<file path="src/sv/duplex_matrix_scan_with_stick_keys_macros.svh">
// ----------------------------------------------------------------------------
// Assertion macros for the duplex matrix scanner
// Shared property wrappers, clocked on clk and disabled while rst_n is low.
// ----------------------------------------------------------------------------
`ifndef DUPLEX_MATRIX_SCAN_WITH_STICK_KEYS_MACROS_SVH
`define DUPLEX_MATRIX_SCAN_WITH_STICK_KEYS_MACROS_SVH

// Same-cycle implication
`define DMSK_ASSERT_IMP(label, ante, cons, msg) \
  label: assert property (@(posedge clk) disable iff (!rst_n) (ante) |-> (cons)) \
    else $error(msg);

// Next-cycle implication
`define DMSK_ASSERT_NXT(label, ante, cons, msg) \
  label: assert property (@(posedge clk) disable iff (!rst_n) (ante) |=> (cons)) \
    else $error(msg);

`endif

</file>
<file path="src/sv/dmsk_pkg.sv">
// ----------------------------------------------------------------------------
// dmsk_pkg
// Types and fixed constants of the duplex key matrix scanner.
// ----------------------------------------------------------------------------
package dmsk_pkg;

  localparam int ROW_LINES    = 4;
  localparam int COLUMN_LINES = 5;
  localparam int STROBE_LINES = ROW_LINES + COLUMN_LINES;
  localparam int MATRIX_ROWS  = 2 * ROW_LINES;
  localparam int MATRIX_BITS  = MATRIX_ROWS * COLUMN_LINES;
  localparam int IDX_W        = 4;
  localparam int AXIS_W       = 10;
  localparam int SETTLE_W     = 16;
  localparam int CFG_IDX_W    = 3;
  localparam int CFG_DATA_W   = 16;

  // Stick key positions inside the matrix
  localparam int BIT_UP    = 35;
  localparam int BIT_DOWN  = 8;
  localparam int BIT_LEFT  = 18;
  localparam int BIT_RIGHT = 13;

  localparam logic [MATRIX_BITS-1:0] KEPT_MASK =
    (MATRIX_BITS'(1) << BIT_UP) | (MATRIX_BITS'(1) << BIT_DOWN) |
    (MATRIX_BITS'(1) << BIT_LEFT) | (MATRIX_BITS'(1) << BIT_RIGHT);

  // Configuration register indexes
  localparam logic [CFG_IDX_W-1:0] REG_THRESHOLD_HIGH = 3'd0;
  localparam logic [CFG_IDX_W-1:0] REG_THRESHOLD_LOW  = 3'd1;
  localparam logic [CFG_IDX_W-1:0] REG_HYSTERESIS     = 3'd2;
  localparam logic [CFG_IDX_W-1:0] REG_SETTLE_TICKS   = 3'd3;

  // Configuration reset values
  localparam logic [AXIS_W-1:0]   THRESHOLD_HIGH_RST = 10'd800;
  localparam logic [AXIS_W-1:0]   THRESHOLD_LOW_RST  = 10'd200;
  localparam logic [AXIS_W-1:0]   HYSTERESIS_RST     = 10'd50;
  localparam logic [SETTLE_W-1:0] SETTLE_TICKS_RST   = 16'd30;

  // Per-tick control from the strobe sequencer
  typedef struct packed {
    logic [ROW_LINES-1:0]    row_drive;
    logic [COLUMN_LINES-1:0] column_drive;
    logic                    sample;
    logic                    frame_end;
    logic [IDX_W-1:0]        idx;
  } seq_ctl_t;

  // One result transaction
  typedef struct packed {
    logic [ROW_LINES-1:0]    row_drive;
    logic [COLUMN_LINES-1:0] column_drive;
    logic [MATRIX_BITS-1:0]  key_matrix;
    logic                    frame_done;
    logic                    matrix_changed;
  } result_t;

endpackage

</file>
<file path="src/sv/dmsk_seq.sv">
// ----------------------------------------------------------------------------
// dmsk_seq
// Strobe sequencer: walks rows then columns, drive and release phases.
// ----------------------------------------------------------------------------
module dmsk_seq (
  input  logic                          clk,
  input  logic                          rst_n,
  input  logic                          step,
  input  logic [dmsk_pkg::SETTLE_W-1:0] settle_ticks,
  output dmsk_pkg::seq_ctl_t            ctl
);

  localparam logic [1:0] PH_DRIVE   = 2'd0;
  localparam logic [1:0] PH_RELEASE = 2'd1;
  localparam logic [dmsk_pkg::IDX_W-1:0] IDX_LAST =
    dmsk_pkg::IDX_W'(dmsk_pkg::STROBE_LINES - 1);
  localparam logic [dmsk_pkg::IDX_W-1:0] IDX_ROWS =
    dmsk_pkg::IDX_W'(dmsk_pkg::ROW_LINES);

  logic [dmsk_pkg::IDX_W-1:0]    idx_r, idx_nxt, idx_eff;
  logic [1:0]                    phase_r, phase_nxt;
  logic [dmsk_pkg::SETTLE_W-1:0] cnt_r, cnt_nxt, cnt_inc, need;
  logic                          hit;
  logic [dmsk_pkg::IDX_W-1:0]    col_idx;

  // Phase length; zero acts as one
  assign need    = (settle_ticks == '0) ? dmsk_pkg::SETTLE_W'(1) : settle_ticks;
  assign cnt_inc = cnt_r + dmsk_pkg::SETTLE_W'(1);
  assign hit     = (cnt_inc >= need);
  assign idx_eff = (idx_r > IDX_LAST) ? '0 : idx_r;
  assign col_idx = idx_eff - IDX_ROWS;

  // Next state and tick control
  always_comb begin
    idx_nxt          = idx_eff;
    phase_nxt        = phase_r;
    cnt_nxt          = cnt_inc;
    ctl.row_drive    = '0;
    ctl.column_drive = '0;
    ctl.sample       = 1'b0;
    ctl.frame_end    = 1'b0;
    ctl.idx          = idx_eff;
    case (phase_r)
      PH_DRIVE: begin
        if (idx_eff < IDX_ROWS) begin
          ctl.row_drive = dmsk_pkg::ROW_LINES'(1) << idx_eff[1:0];
        end else begin
          ctl.column_drive = dmsk_pkg::COLUMN_LINES'(1) << col_idx[2:0];
        end
        if (hit) begin
          ctl.sample = 1'b1;
          cnt_nxt    = '0;
          phase_nxt  = PH_RELEASE;
        end
      end
      default: begin
        if (hit) begin
          cnt_nxt   = '0;
          phase_nxt = PH_DRIVE;
          if (idx_eff == IDX_LAST) begin
            ctl.frame_end = 1'b1;
            idx_nxt       = '0;
          end else begin
            idx_nxt = idx_eff + dmsk_pkg::IDX_W'(1);
          end
        end
      end
    endcase
  end

  always_ff @(posedge clk) begin
    if (!rst_n) begin
      idx_r   <= '0;
      phase_r <= PH_DRIVE;
      cnt_r   <= '0;
    end else if (step) begin
      idx_r   <= idx_nxt;
      phase_r <= phase_nxt;
      cnt_r   <= cnt_nxt;
    end
  end

endmodule

</file>
<file path="src/sv/dmsk_keys.sv">
// ----------------------------------------------------------------------------
// dmsk_keys
// Key bit store: strobe sampling, stick hysteresis and frame change flag.
// ----------------------------------------------------------------------------
module dmsk_keys (
  input  logic                                clk,
  input  logic                                rst_n,
  input  logic                                step,
  input  dmsk_pkg::seq_ctl_t                  ctl,
  input  logic [dmsk_pkg::COLUMN_LINES-1:0]   column_levels,
  input  logic [dmsk_pkg::ROW_LINES-1:0]      row_levels,
  input  logic [dmsk_pkg::AXIS_W-1:0]         stick_y,
  input  logic [dmsk_pkg::AXIS_W-1:0]         stick_x,
  input  logic [dmsk_pkg::AXIS_W-1:0]         threshold_high,
  input  logic [dmsk_pkg::AXIS_W-1:0]         threshold_low,
  input  logic [dmsk_pkg::AXIS_W-1:0]         hysteresis,
  output logic [dmsk_pkg::MATRIX_BITS-1:0]    key_matrix,
  output logic                                frame_changed
);

  logic [dmsk_pkg::MATRIX_BITS-1:0] key_r, key_nxt, wr_mask, wr_val, sampled;
  logic                             seen_r, seen_nxt, tick_change;
  logic signed [dmsk_pkg::AXIS_W+1:0] rel_high, y_s, x_s;
  logic [dmsk_pkg::AXIS_W:0]          rel_low;
  logic up_on, up_off, dn_on, dn_off, lf_on, lf_off, rt_on, rt_off;

  // Write mask of the strobe being sampled, stick positions excluded
  always_comb begin
    wr_mask = '0;
    wr_val  = '0;
    for (int r = 0; r < dmsk_pkg::MATRIX_ROWS; r++) begin
      for (int c = 0; c < dmsk_pkg::COLUMN_LINES; c++) begin
        if (r < dmsk_pkg::ROW_LINES) begin
          wr_mask[r*dmsk_pkg::COLUMN_LINES+c] =
            (ctl.idx == dmsk_pkg::IDX_W'(r));
          wr_val[r*dmsk_pkg::COLUMN_LINES+c] = column_levels[c];
        end else begin
          wr_mask[r*dmsk_pkg::COLUMN_LINES+c] =
            (ctl.idx == dmsk_pkg::IDX_W'(dmsk_pkg::ROW_LINES + c));
          wr_val[r*dmsk_pkg::COLUMN_LINES+c] = row_levels[r-dmsk_pkg::ROW_LINES];
        end
      end
    end
    wr_mask = wr_mask & ~dmsk_pkg::KEPT_MASK & {dmsk_pkg::MATRIX_BITS{ctl.sample}};
  end

  assign sampled = (key_r & ~wr_mask) | (wr_val & wr_mask);

  // Release levels, no wrap on the high side
  assign rel_high = $signed({2'b00, threshold_high}) - $signed({2'b00, hysteresis});
  assign rel_low  = {1'b0, threshold_low} + {1'b0, hysteresis};
  assign y_s      = $signed({2'b00, stick_y});
  assign x_s      = $signed({2'b00, stick_x});

  assign up_on  = stick_y > threshold_high;
  assign up_off = y_s < rel_high;
  assign dn_on  = stick_y < threshold_low;
  assign dn_off = {1'b0, stick_y} > rel_low;
  assign lf_on  = stick_x > threshold_high;
  assign lf_off = x_s < rel_high;
  assign rt_on  = stick_x < threshold_low;
  assign rt_off = {1'b0, stick_x} > rel_low;

  // Stick keys update only at frame end; set wins over clear
  always_comb begin
    key_nxt = sampled;
    if (ctl.frame_end) begin
      if (up_on) key_nxt[dmsk_pkg::BIT_UP] = 1'b1;
      else if (up_off) key_nxt[dmsk_pkg::BIT_UP] = 1'b0;
      if (dn_on) key_nxt[dmsk_pkg::BIT_DOWN] = 1'b1;
      else if (dn_off) key_nxt[dmsk_pkg::BIT_DOWN] = 1'b0;
      if (lf_on) key_nxt[dmsk_pkg::BIT_LEFT] = 1'b1;
      else if (lf_off) key_nxt[dmsk_pkg::BIT_LEFT] = 1'b0;
      if (rt_on) key_nxt[dmsk_pkg::BIT_RIGHT] = 1'b1;
      else if (rt_off) key_nxt[dmsk_pkg::BIT_RIGHT] = 1'b0;
    end
  end

  // Change tracking across the frame
  assign tick_change   = (key_nxt != key_r);
  assign frame_changed = seen_r | tick_change;
  assign seen_nxt      = ctl.frame_end ? 1'b0 : frame_changed;
  assign key_matrix    = key_nxt;

  always_ff @(posedge clk) begin
    if (!rst_n) begin
      key_r  <= '0;
      seen_r <= 1'b0;
    end else if (step) begin
      key_r  <= key_nxt;
      seen_r <= seen_nxt;
    end
  end

endmodule

</file>
<file path="src/sv/duplex_matrix_scan_with_stick_keys.sv">
// Path: an accepted tick is held in the input register, then goes through the
//   scan/key logic into the result register.
// Throughput: one tick per cycle while in_stall is low; a two-entry result
//   buffer absorbs an output stall, and in_stall rises once the skid slot fills.
// Reset: synchronous active-low rst_n clears keys, sequencer and valids and
//   loads threshold_high 800, threshold_low 200, hysteresis 50, settle_ticks 30.
// ----------------------------------------------------------------------------
// duplex_matrix_scan_with_stick_keys
// Duplex key matrix scanner with analog stick keys and frame change report.
// ----------------------------------------------------------------------------
`include "duplex_matrix_scan_with_stick_keys_macros.svh"

module duplex_matrix_scan_with_stick_keys (
  input  logic                                clk,
  input  logic                                rst_n,
  // configuration
  input  logic                                cfg_we,
  input  logic [dmsk_pkg::CFG_IDX_W-1:0]      cfg_index,
  input  logic [dmsk_pkg::CFG_DATA_W-1:0]     cfg_wdata,
  // tick input
  input  logic                                in_valid,
  output logic                                in_stall,
  input  logic [dmsk_pkg::COLUMN_LINES-1:0]   in_column_levels,
  input  logic [dmsk_pkg::ROW_LINES-1:0]      in_row_levels,
  input  logic [dmsk_pkg::AXIS_W-1:0]         in_stick_y,
  input  logic [dmsk_pkg::AXIS_W-1:0]         in_stick_x,
  // result
  output logic                                out_valid,
  input  logic                                out_stall,
  output logic [dmsk_pkg::ROW_LINES-1:0]      out_row_drive,
  output logic [dmsk_pkg::COLUMN_LINES-1:0]   out_column_drive,
  output logic [dmsk_pkg::MATRIX_BITS-1:0]    out_key_matrix,
  output logic                                out_frame_done,
  output logic                                out_matrix_changed
);

  logic [dmsk_pkg::AXIS_W-1:0]       thr_high_r, thr_low_r, hyst_r;
  logic [dmsk_pkg::SETTLE_W-1:0]     settle_r;

  logic                              in_v_r;
  logic [dmsk_pkg::COLUMN_LINES-1:0] cols_r;
  logic [dmsk_pkg::ROW_LINES-1:0]    rows_r;
  logic [dmsk_pkg::AXIS_W-1:0]       y_r, x_r;

  logic                              in_take, fire, out_take;
  dmsk_pkg::seq_ctl_t                ctl;
  dmsk_pkg::result_t                 res, out_r, skid_r;
  logic                              out_v_r, skid_v_r;
  logic [dmsk_pkg::MATRIX_BITS-1:0]  key_matrix;
  logic                              frame_changed;

  // Configuration registers; unknown indexes are dropped
  always_ff @(posedge clk) begin
    if (!rst_n) begin
      thr_high_r <= dmsk_pkg::THRESHOLD_HIGH_RST;
      thr_low_r  <= dmsk_pkg::THRESHOLD_LOW_RST;
      hyst_r     <= dmsk_pkg::HYSTERESIS_RST;
      settle_r   <= dmsk_pkg::SETTLE_TICKS_RST;
    end else if (cfg_we) begin
      case (cfg_index)
        dmsk_pkg::REG_THRESHOLD_HIGH: thr_high_r <= cfg_wdata[dmsk_pkg::AXIS_W-1:0];
        dmsk_pkg::REG_THRESHOLD_LOW:  thr_low_r  <= cfg_wdata[dmsk_pkg::AXIS_W-1:0];
        dmsk_pkg::REG_HYSTERESIS:     hyst_r     <= cfg_wdata[dmsk_pkg::AXIS_W-1:0];
        dmsk_pkg::REG_SETTLE_TICKS:   settle_r   <= cfg_wdata;
        default: ;
      endcase
    end
  end

  // Handshake: the input stage fires when it holds a tick and the skid slot is free
  assign fire     = in_v_r & ~skid_v_r;
  assign in_stall = in_v_r & skid_v_r;
  assign in_take  = in_valid & ~in_stall;
  assign out_take = out_v_r & ~out_stall;

  // Input register
  always_ff @(posedge clk) begin
    if (!rst_n) begin
      in_v_r <= 1'b0;
    end else if (in_take || fire) begin
      in_v_r <= in_take;
    end
  end

  always_ff @(posedge clk) begin
    if (in_take) begin
      cols_r <= in_column_levels;
      rows_r <= in_row_levels;
      y_r    <= in_stick_y;
      x_r    <= in_stick_x;
    end
  end

  dmsk_seq u_seq (
    .clk          (clk),
    .rst_n        (rst_n),
    .step         (fire),
    .settle_ticks (settle_r),
    .ctl          (ctl)
  );

  dmsk_keys u_keys (
    .clk            (clk),
    .rst_n          (rst_n),
    .step           (fire),
    .ctl            (ctl),
    .column_levels  (cols_r),
    .row_levels     (rows_r),
    .stick_y        (y_r),
    .stick_x        (x_r),
    .threshold_high (thr_high_r),
    .threshold_low  (thr_low_r),
    .hysteresis     (hyst_r),
    .key_matrix     (key_matrix),
    .frame_changed  (frame_changed)
  );

  // Result of this tick
  always_comb begin
    res.row_drive      = ctl.row_drive;
    res.column_drive   = ctl.column_drive;
    res.key_matrix     = key_matrix;
    res.frame_done     = ctl.frame_end;
    res.matrix_changed = ctl.frame_end & frame_changed;
  end

  // Result register plus skid slot
  always_ff @(posedge clk) begin
    if (!rst_n) begin
      out_v_r  <= 1'b0;
      skid_v_r <= 1'b0;
    end else begin
      if (!out_v_r || out_take) begin
        if (skid_v_r) begin
          out_v_r  <= 1'b1;
          skid_v_r <= 1'b0;
        end else begin
          out_v_r <= fire;
        end
      end else if (fire) begin
        skid_v_r <= 1'b1;
      end
    end
  end

  always_ff @(posedge clk) begin
    if (!out_v_r || out_take) begin
      if (skid_v_r) begin
        out_r <= skid_r;
      end else if (fire) begin
        out_r <= res;
      end
    end else if (fire) begin
      skid_r <= res;
    end
  end

  assign out_valid          = out_v_r;
  assign out_row_drive      = out_r.row_drive;
  assign out_column_drive   = out_r.column_drive;
  assign out_key_matrix     = out_r.key_matrix;
  assign out_frame_done     = out_r.frame_done;
  assign out_matrix_changed = out_r.matrix_changed;

  // Checks
  `DMSK_ASSERT_IMP(a_skid_behind_out, skid_v_r, out_v_r, "skid entry without result")
  `DMSK_ASSERT_IMP(a_one_strobe, out_v_r,
    !((|out_r.row_drive) && (|out_r.column_drive)) && $onehot0(out_r.row_drive)
    && $onehot0(out_r.column_drive), "more than one strobe line driven")
  `DMSK_ASSERT_IMP(a_done_released, out_v_r && out_r.frame_done,
    out_r.row_drive == '0 && out_r.column_drive == '0, "frame end while driving")
  `DMSK_ASSERT_NXT(a_kept_hold, fire && !ctl.frame_end,
    (u_keys.key_r & dmsk_pkg::KEPT_MASK) == ($past(u_keys.key_r) & dmsk_pkg::KEPT_MASK),
    "stick key changed outside frame end")

endmodule
</file>
<file path="config.mk">
export PLATFORM = sky130hd
export DESIGN_NAME = duplex_matrix_scan_with_stick_keys
export DESIGN_NICKNAME = d
export VERILOG_FILES = /design/src/sv/dmsk_pkg.sv /design/src/sv/dmsk_seq.sv /design/src/sv/dmsk_keys.sv /design/src/sv/duplex_matrix_scan_with_stick_keys.sv
export VERILOG_INCLUDE_DIRS = /design/src /design/src/sv
export SDC_FILE = /design/constraint.sdc
export NUM_CORES = 1
export LEC_CHECK = 0
export ABC_AREA = 1
export BUFFER_PORTS_ARGS = -buffer_cell sky130_fd_sc_hd__buf_2
export CAP_MARGIN = 5
export CORE_ASPECT_RATIO = 1.1
export CORE_MARGIN = 2
export CORE_UTILIZATION = 61
export DETAILED_ROUTE_END_ITERATION = 8
export PLACE_DENSITY = 0.81
export SKIP_LAST_GASP = 1
export SYNTH_ARGS = -nofsm -noshare
export SYNTH_HDL_FRONTEND = slang
export SYNTH_SLANG_ARGS = --single-unit
</file>
<file path="constraint.sdc">
create_clock -name clk -period 5.3 [get_ports clk]
set_input_delay 0.53 -clock clk [delete_from_list [all_inputs] [get_ports clk]]
set_output_delay 0.53 -clock clk [all_outputs]
set_load 0.02 [all_outputs]
</file>
==> out/qor.csv, run 1 <==
stage,metric,value,unit
status,status,"finished, final reports clean",
synth,"flops & latches, synth",242,
drt,DR iter-0 viols,857,
layout,"most common cell after layout, fill and taps aside",nand2_1,
timing,period utilization,85.61,%
placed_design,gpl congestion,0.9373,
drt,Wirelength per Cell,16.30,um
timing,actual slew at the worst max-slew pin,1.048,ns
setup_path,crit path kind,reg2reg,
timing,setup TNS,0,ns
setup_path,Worst EP arrival,4.83,ns
synth,synth unique cells,51,
layout,n_diodes,0,
timing,Hold Fails Final Rpt,0,
layout,"non-filler cells, final",2037,
pwr,Pleak,7.038,nW
setup_path,maximum fanout along the worst path,28,
floorplan,core area,21440,um^2
drt,# DRC,0,
global_routing,number of global-route vias before repair,10690,
floorplan,Ports,106,
synth,syn avg cell area,8.207,um^2
min_path,Worst Hold Depth,1,
global_routing,All-Layer GR Usage,28.00,%
drt,DRT Pass-1 Iters,5,
drt,Detail Route Antenna Nets,0,
layout,FILL cells,1795,
drt,Detailed Route WL,33.21,mm
floorplan,die height,159.4,um
synth,Synth warnings,0,
pwr,Pwr per Cell Area,291.2,nW/um^2
timing,Layout Skew,0.01483,ns
floorplan,Die ar.,23150,um^2
synth,post-synthesis sequential area ratio,45.99,%
setup_path,CP Depth,26,
job,MaxCap Viol Count,0,
floorplan,Initial Util,62.43,%
setup_path,Buffers & Inverters on Critical Path,3,
setup_path,slowest CP cell,nand2_1,
clock_network,H-Tree Depth,1,
timing,Fmax achieved,220.4,MHz
clock_network,Inserted Clock Buffers,26,
timing,setup violators final,0,
clock_network,hold_buf cts,0,
min_path,Hold Crit Class,in2reg,
synth,biggest area consumer among synthesized cells,edfxtp_1,
global_routing,largest net degree at the start of global routing,77,
placed_design,hpwl dp,24.42,mm
timing,Max-slew headroom,29.86,%
synth,Post-synth EDFFs,131,
global_routing,final global-route overflow total,0,
setup_path,CP endpoint kind,register,
setup_path,Critical Path Start Type,register,
clock_network,Clock Latency Late Sink,0.54,ns
synth,post-synth design cell area,13390,um^2
setup_path,largest stage delay on the critical path,0.41,ns
synth,post-synth top area share,29.39,%
timing,RSZ-0062 raised after global routing,false,
synth,syn nets,1790,
timing,fin crit period,4.537,ns
layout,most frequent cells in the layout,"nand2_1, inv_1, edfxtp_1, a21oi_1, o21ai_0",
drt,vias per inst,5.564,
floorplan,Site Rows,56,
timing,fin. max-slew vios,0,
setup_path,R2R depth,26,
layout,area of the multi-input gates,6162,um^2
global_routing,initial antenna violation count,0,
clock_network,clk root buf,clkbuf_16,
layout,layout cells sized above 1,10.70,%
pwr,Worst VDD drop,0.0002605,V
layout,Nets,1886,
synth,async set or reset register ratio after synthesis,0,%
clock_network,post-CTS setup buffer count,0,
setup_path,CP Data Required Time,5.59,ns
synth,Gate Count Post-Synth,1631,
clock_network,clk sinks,242,
layout,register area,6157,um^2
synth,Post-synth top flop,edfxtp_1,
setup_path,"delay-heaviest family, CP",simple AND/OR/NAND/NOR gates,
floorplan,chip width,145.2,um
layout,P&R area growth vs syn,11.67,%
placed_design,Port Buffer Count,105,
clock_network,clock tree buffer depth,3,
drt,detailed-route via count,11330,
global_routing,first-pass GRT wire length,53.04,mm
synth,Area contributors post-synth,"edfxtp_1, dfxtp_1, nand2_1, ha_1, inv_1",
placed_design,placed cells,1989,
clock_network,# resized after CTS,0,
clock_network,"Reg clk slew, reported paths",0.07,ns
clock_network,CTS tree,done,
setup_path,Crit path top cell by count,nand2_1,
-- cell usage after synthesis (4+ instances only) --
master	n
nand3_1	86
clkbuf_1	32
xor2_1	15
o21ai_1	9
a21oi_1	130
nor3_1	14
nand4_1	50
o211ai_1	13
buf_1	6
nor2_1	85
inv_2	4
edfxtp_1	131
ha_1	104
o21ai_0	125
xnor2_1	11
inv_1	228
dfxtp_1	111
a31oi_1	8
nand2_1	407
buf_6	4
nand2_2	8
-- metal layers --
metal,GRT usage [%],up-vias,part of all wire [%]
met2,51.08,384,51
met4,12.17,0,4.3
met5,0,-,0
met1,33.18,5203,40
met3,3.381,96,5.1
li1,-,5651,-
-- worst reg2reg max path, cell delays in order (launching register included) --
cell and delay [ns]:
dfxtp_1 0.36, inv_1 0.08, nor3_1 0.27, and2_1 0.19, nand4_1 0.12, nor2_1 0.15
nand4_1 0.14, nor2_1 0.17, nand2_1 0.08, xnor2_1 0.19, ha_1 0.27, nand2_1 0.07
inv_1 0.04, nor2_1 0.10, o21ai_1 0.08, a21oi_2 0.15, nand3_4 0.37, nand2_1 0.43
inv_1 0.18, nand3_1 0.12, nand4_1 0.10, nor3_1 0.18, nand2_1 0.07, nor2_1 0.13
nand3_1 0.11, nand3_1 0.08, nand2_1 0.06
-- registers in the layout, summed over array words and instances, names as in the netlist, 16 cells and up --
| name | count |
|---|---|
| out_key_matrix | 40 |
| settle_r | 16 |
| u_seq.cnt_r | 16 |
| u_keys.key_r | 40 |
| skid_r | 51 |
-- report_power, final --
| part | switching [mW] | internal (mW) | leakage [nW] | total [mW] |
|---|---|---|---|---|
| clock | 0.748 | 0.962 | 0.380 | 1.71 |
| combinational | 0.353 | 0.179 | 4.51 | 0.531 |
| sequential | 0.0548 | 2.06 | 2.15 | 2.11 |
-- stage by stage --
stage	setup WS, ns	hold slack [ns]	util (%)	total power [mW]	area (um^2)
floorplan	1.538	0.4419	-	2.504	13390
global placement	0.9247	0.4562	65.99	2.653	14150
detailed placement	0.7615	0.4700	65.99	2.672	14150
CTS	0.7622	0.1458	69.71	4.367	14950
global route	0.1895	0.1486	69.71	4.526	14950
finish	0.7627	0.1609	69.71	4.353	14950
-- layout make-up --
type / count / share of cell area (%)
Clock buffer: 35 / 4.579
Clock inverter: 13 / 0.7618
Inverter: 236 / 5.943
Multi-Input combinational cell: 1109 / 41.23
Sequential cell: 242 / 41.19
Tap cell: 290 / 2.428
Timing Repair Buffer: 112 / 3.867
-- worst paths after layout --
kind,endpoint,slack (ns),from
max,out_matrix_changed,0.76,u_seq.cnt_r[0]
min,cols_r[2],0.16,in_column_levels[2]
max reg2reg,out_matrix_changed,0.76,u_seq.cnt_r[0]
min reg2reg,settle_r[0],0.48,settle_r[0]
-- logic make-up after synthesis --
kind of cell | after synthesis | synth area share, %
and+or+nand+nor | 669 | 21.80
AOI/OAI and AO/OA | 308 | 12.36
buffers and inverters | 280 | 8.132
DFF | 242 | 45.99
adders and majority gates | 106 | 10.02
xor gates and xnor gates | 26 | 1.701
Power figures use the tool's default switching activity.
==> run 2: changes to the inputs <==
--- a/config.mk
+++ b/config.mk
@@ -13,7 +13,7 @@
 export CORE_MARGIN = 2
 export CORE_UTILIZATION = 61
 export DETAILED_ROUTE_END_ITERATION = 8
-export PLACE_DENSITY = 0.81
+export PLACE_DENSITY = 0.82
 export SKIP_LAST_GASP = 1
 export SYNTH_ARGS = -nofsm -noshare
 export SYNTH_HDL_FRONTEND = slang
==> run 2 against run 1 <==
Register-to-register slack worse by 0.06 ns. Die area did not move. Cell count about the same. Core utilization rose by 0.65 points. Clock-buffer cell count down 7. Routed wire length up 1.4%. Largest power group unchanged. Sequential share of layout area fell by 0.38 points. Global-route usage up 0.44 points.
==> out/qor.csv, run 2 (synthesis results as in run 1) <==
stage,metric,value,unit
timing,actual slew at the worst max-slew pin,0.9158,ns
floorplan,Die ar.,23150,um^2
clock_network,clk sinks,242,
timing,Layout Skew,0.01180,ns
setup_path,maximum fanout along the worst path,28,
floorplan,chip width,145.2,um
placed_design,gpl congestion,0.9686,
pwr,Pleak,7.127,nW
placed_design,total placed instance area,14160,um^2
clock_network,Clock Latency Late Sink,0.53,ns
setup_path,Critical Path Start Type,register,
clock_network,"Reg clk slew, reported paths",0.06,ns
clock_network,hold_buf cts,0,
pwr,Worst VDD drop,0.0002886,V
timing,fin crit period,4.599,ns
pwr,Pwr per Cell Area,304.9,nW/um^2
timing,Fmax achieved,217.4,MHz
clock_network,clock tree buffer depth,3,
global_routing,final global-route overflow total,0,
floorplan,Ports,106,
drt,vias per inst,5.641,
status,status,"finished, final reports clean",
global_routing,number of global-route vias before repair,10970,
clock_network,Inserted Clock Buffers,26,
layout,top register by number of flip-flops,skid_r,
drt,DRT Pass-1 Iters,5,
drt,Wirelength per Cell,16.52,um
clock_network,clk root buf,clkbuf_16,
setup_path,crit path kind,reg2reg,
clock_network,H-Tree Depth,1,
min_path,Hold Crit Class,in2reg,
timing,setup violators final,0,
drt,Detailed Route WL,33.67,mm
timing,Hold Fails Final Rpt,0,
floorplan,die height,159.4,um
layout,final core area utilization,70.36,%
placed_design,dpl ws,0.7267,ns
floorplan,Site Rows,56,
drt,detailed-route via count,11500,
floorplan,core area,21440,um^2
layout,max reg flops,51,
layout,"most common cell after layout, fill and taps aside",nand2_1,
timing,Max-slew headroom,38.86,%
global_routing,All-Layer GR Usage,28.44,%
timing,period utilization,86.78,%
clock_network,CTS tree,done,
setup_path,Worst EP arrival,4.88,ns
timing,fin. max-slew vios,0,
layout,area of the multi-input gates,6162,um^2
layout,n_diodes,0,
placed_design,placed cells,1990,
setup_path,CP Data Required Time,5.59,ns
layout,FILL cells,1728,
floorplan,Initial Util,62.43,%
global_routing,initial antenna violation count,0,
layout,P&R area growth vs syn,12.70,%
layout,register area,6157,um^2
global_routing,first-pass GRT wire length,53.85,mm
timing,setup TNS,0,ns
drt,Detail Route Antenna Nets,0,
layout,Nets,1887,
layout,"non-filler cells, final",2038,
global_routing,largest net degree at the start of global routing,77,
drt,DR iter-0 viols,959,
layout,layout cells sized above 1,11.21,%
clock_network,post-CTS setup buffer count,0,
drt,# DRC,0,
layout,Finished Cell Area,15090,um^2
placed_design,hpwl dp,24.55,mm
layout,most frequent cells in the layout,"nand2_1, inv_1, edfxtp_1, a21oi_1, o21ai_0",
job,MaxCap Viol Count,0,
setup_path,CP endpoint kind,register,
timing,RSZ-0062 raised after global routing,false,
clock_network,# resized after CTS,0,
timing,Worst Slack Setup Final,0.7009,ns
pwr,Tot Pwr,4.599,mW
placed_design,Port Buffer Count,105,
timing,WHS,0.1702,ns
run 2: changes by cell type in the layout (fill, tap and decap cells not counted), moves of 3 or more:
cell / previous run / this run
clkinv_2: 4 / 7
clkbuf_1: 9 / 0
clkinv_4: 1 / 4
bufinv_16: 1 / 5
clkinvlp_4: 3 / 0
run 2: worst max-delay path, stage by stage, from the launching register on:
cell     delay [ns]
dfxtp_1        0.37
inv_1          0.08
nor3_1         0.29
and2_1         0.19
nand4_1        0.12
nor2_1         0.17
nand4_1        0.14
nor2_1         0.18
nand3_1        0.11
xnor2_1        0.16
ha_1           0.32
nand2_1        0.11
nor3_2         0.26
nand3_2        0.13
nand3_4        0.36
nand2_2        0.19
nand2_1        0.09
o21ai_1        0.10
nand2_1        0.14
nand2_1        0.07
nor2_1         0.13
nand2_1        0.06
nor2_1         0.09
nand2_1        0.07
nor2_1         0.15
nand3_1        0.12
nand3_1        0.09
nand2_1        0.06
run 2: worst paths after layout:
path,cells past startpoint,endpoint,slack (ns),start
worst min register to register,2,u_seq.idx_r[0],0.47,u_seq.idx_r[0]
worst max register to register,27,out_matrix_changed,0.70,u_seq.cnt_r[0]
worst min-delay path,1,rows_r[3],0.17,in_row_levels[3]
worst max-delay path,27,out_matrix_changed,0.70,u_seq.cnt_r[0]
run 2: report_power, final:
group | switching [mW] | internal [mW] | total, mW
combinational | 0.353 | 0.179 | 0.532
clock | 0.767 | 1.19 | 1.96
sequential | 0.0557 | 2.06 | 2.11
run 2: routing by layer:
| layer | up-vias | global-route usage, % | part of all wire, % |
|---|---|---|---|
| met1 | 5286 | 32.87 | 39 |
| met5 | - | 0 | 0 |
| met2 | 419 | 50.78 | 50 |
| met3 | 130 | 3.897 | 5.7 |
| met4 | 0 | 15.91 | 6.0 |
| li1 | 5661 | - | - |
run 2: layout make-up:
| class | count | area share (%) |
|---|---|---|
| clock buffers | 28 | 4.570 |
| clock inverters | 20 | 1.592 |
| inverters | 236 | 5.889 |
| multi-input cells | 1109 | 40.85 |
| flip-flops and latches | 242 | 40.81 |
| well taps | 290 | 2.405 |
| repair buffers | 113 | 3.882 |
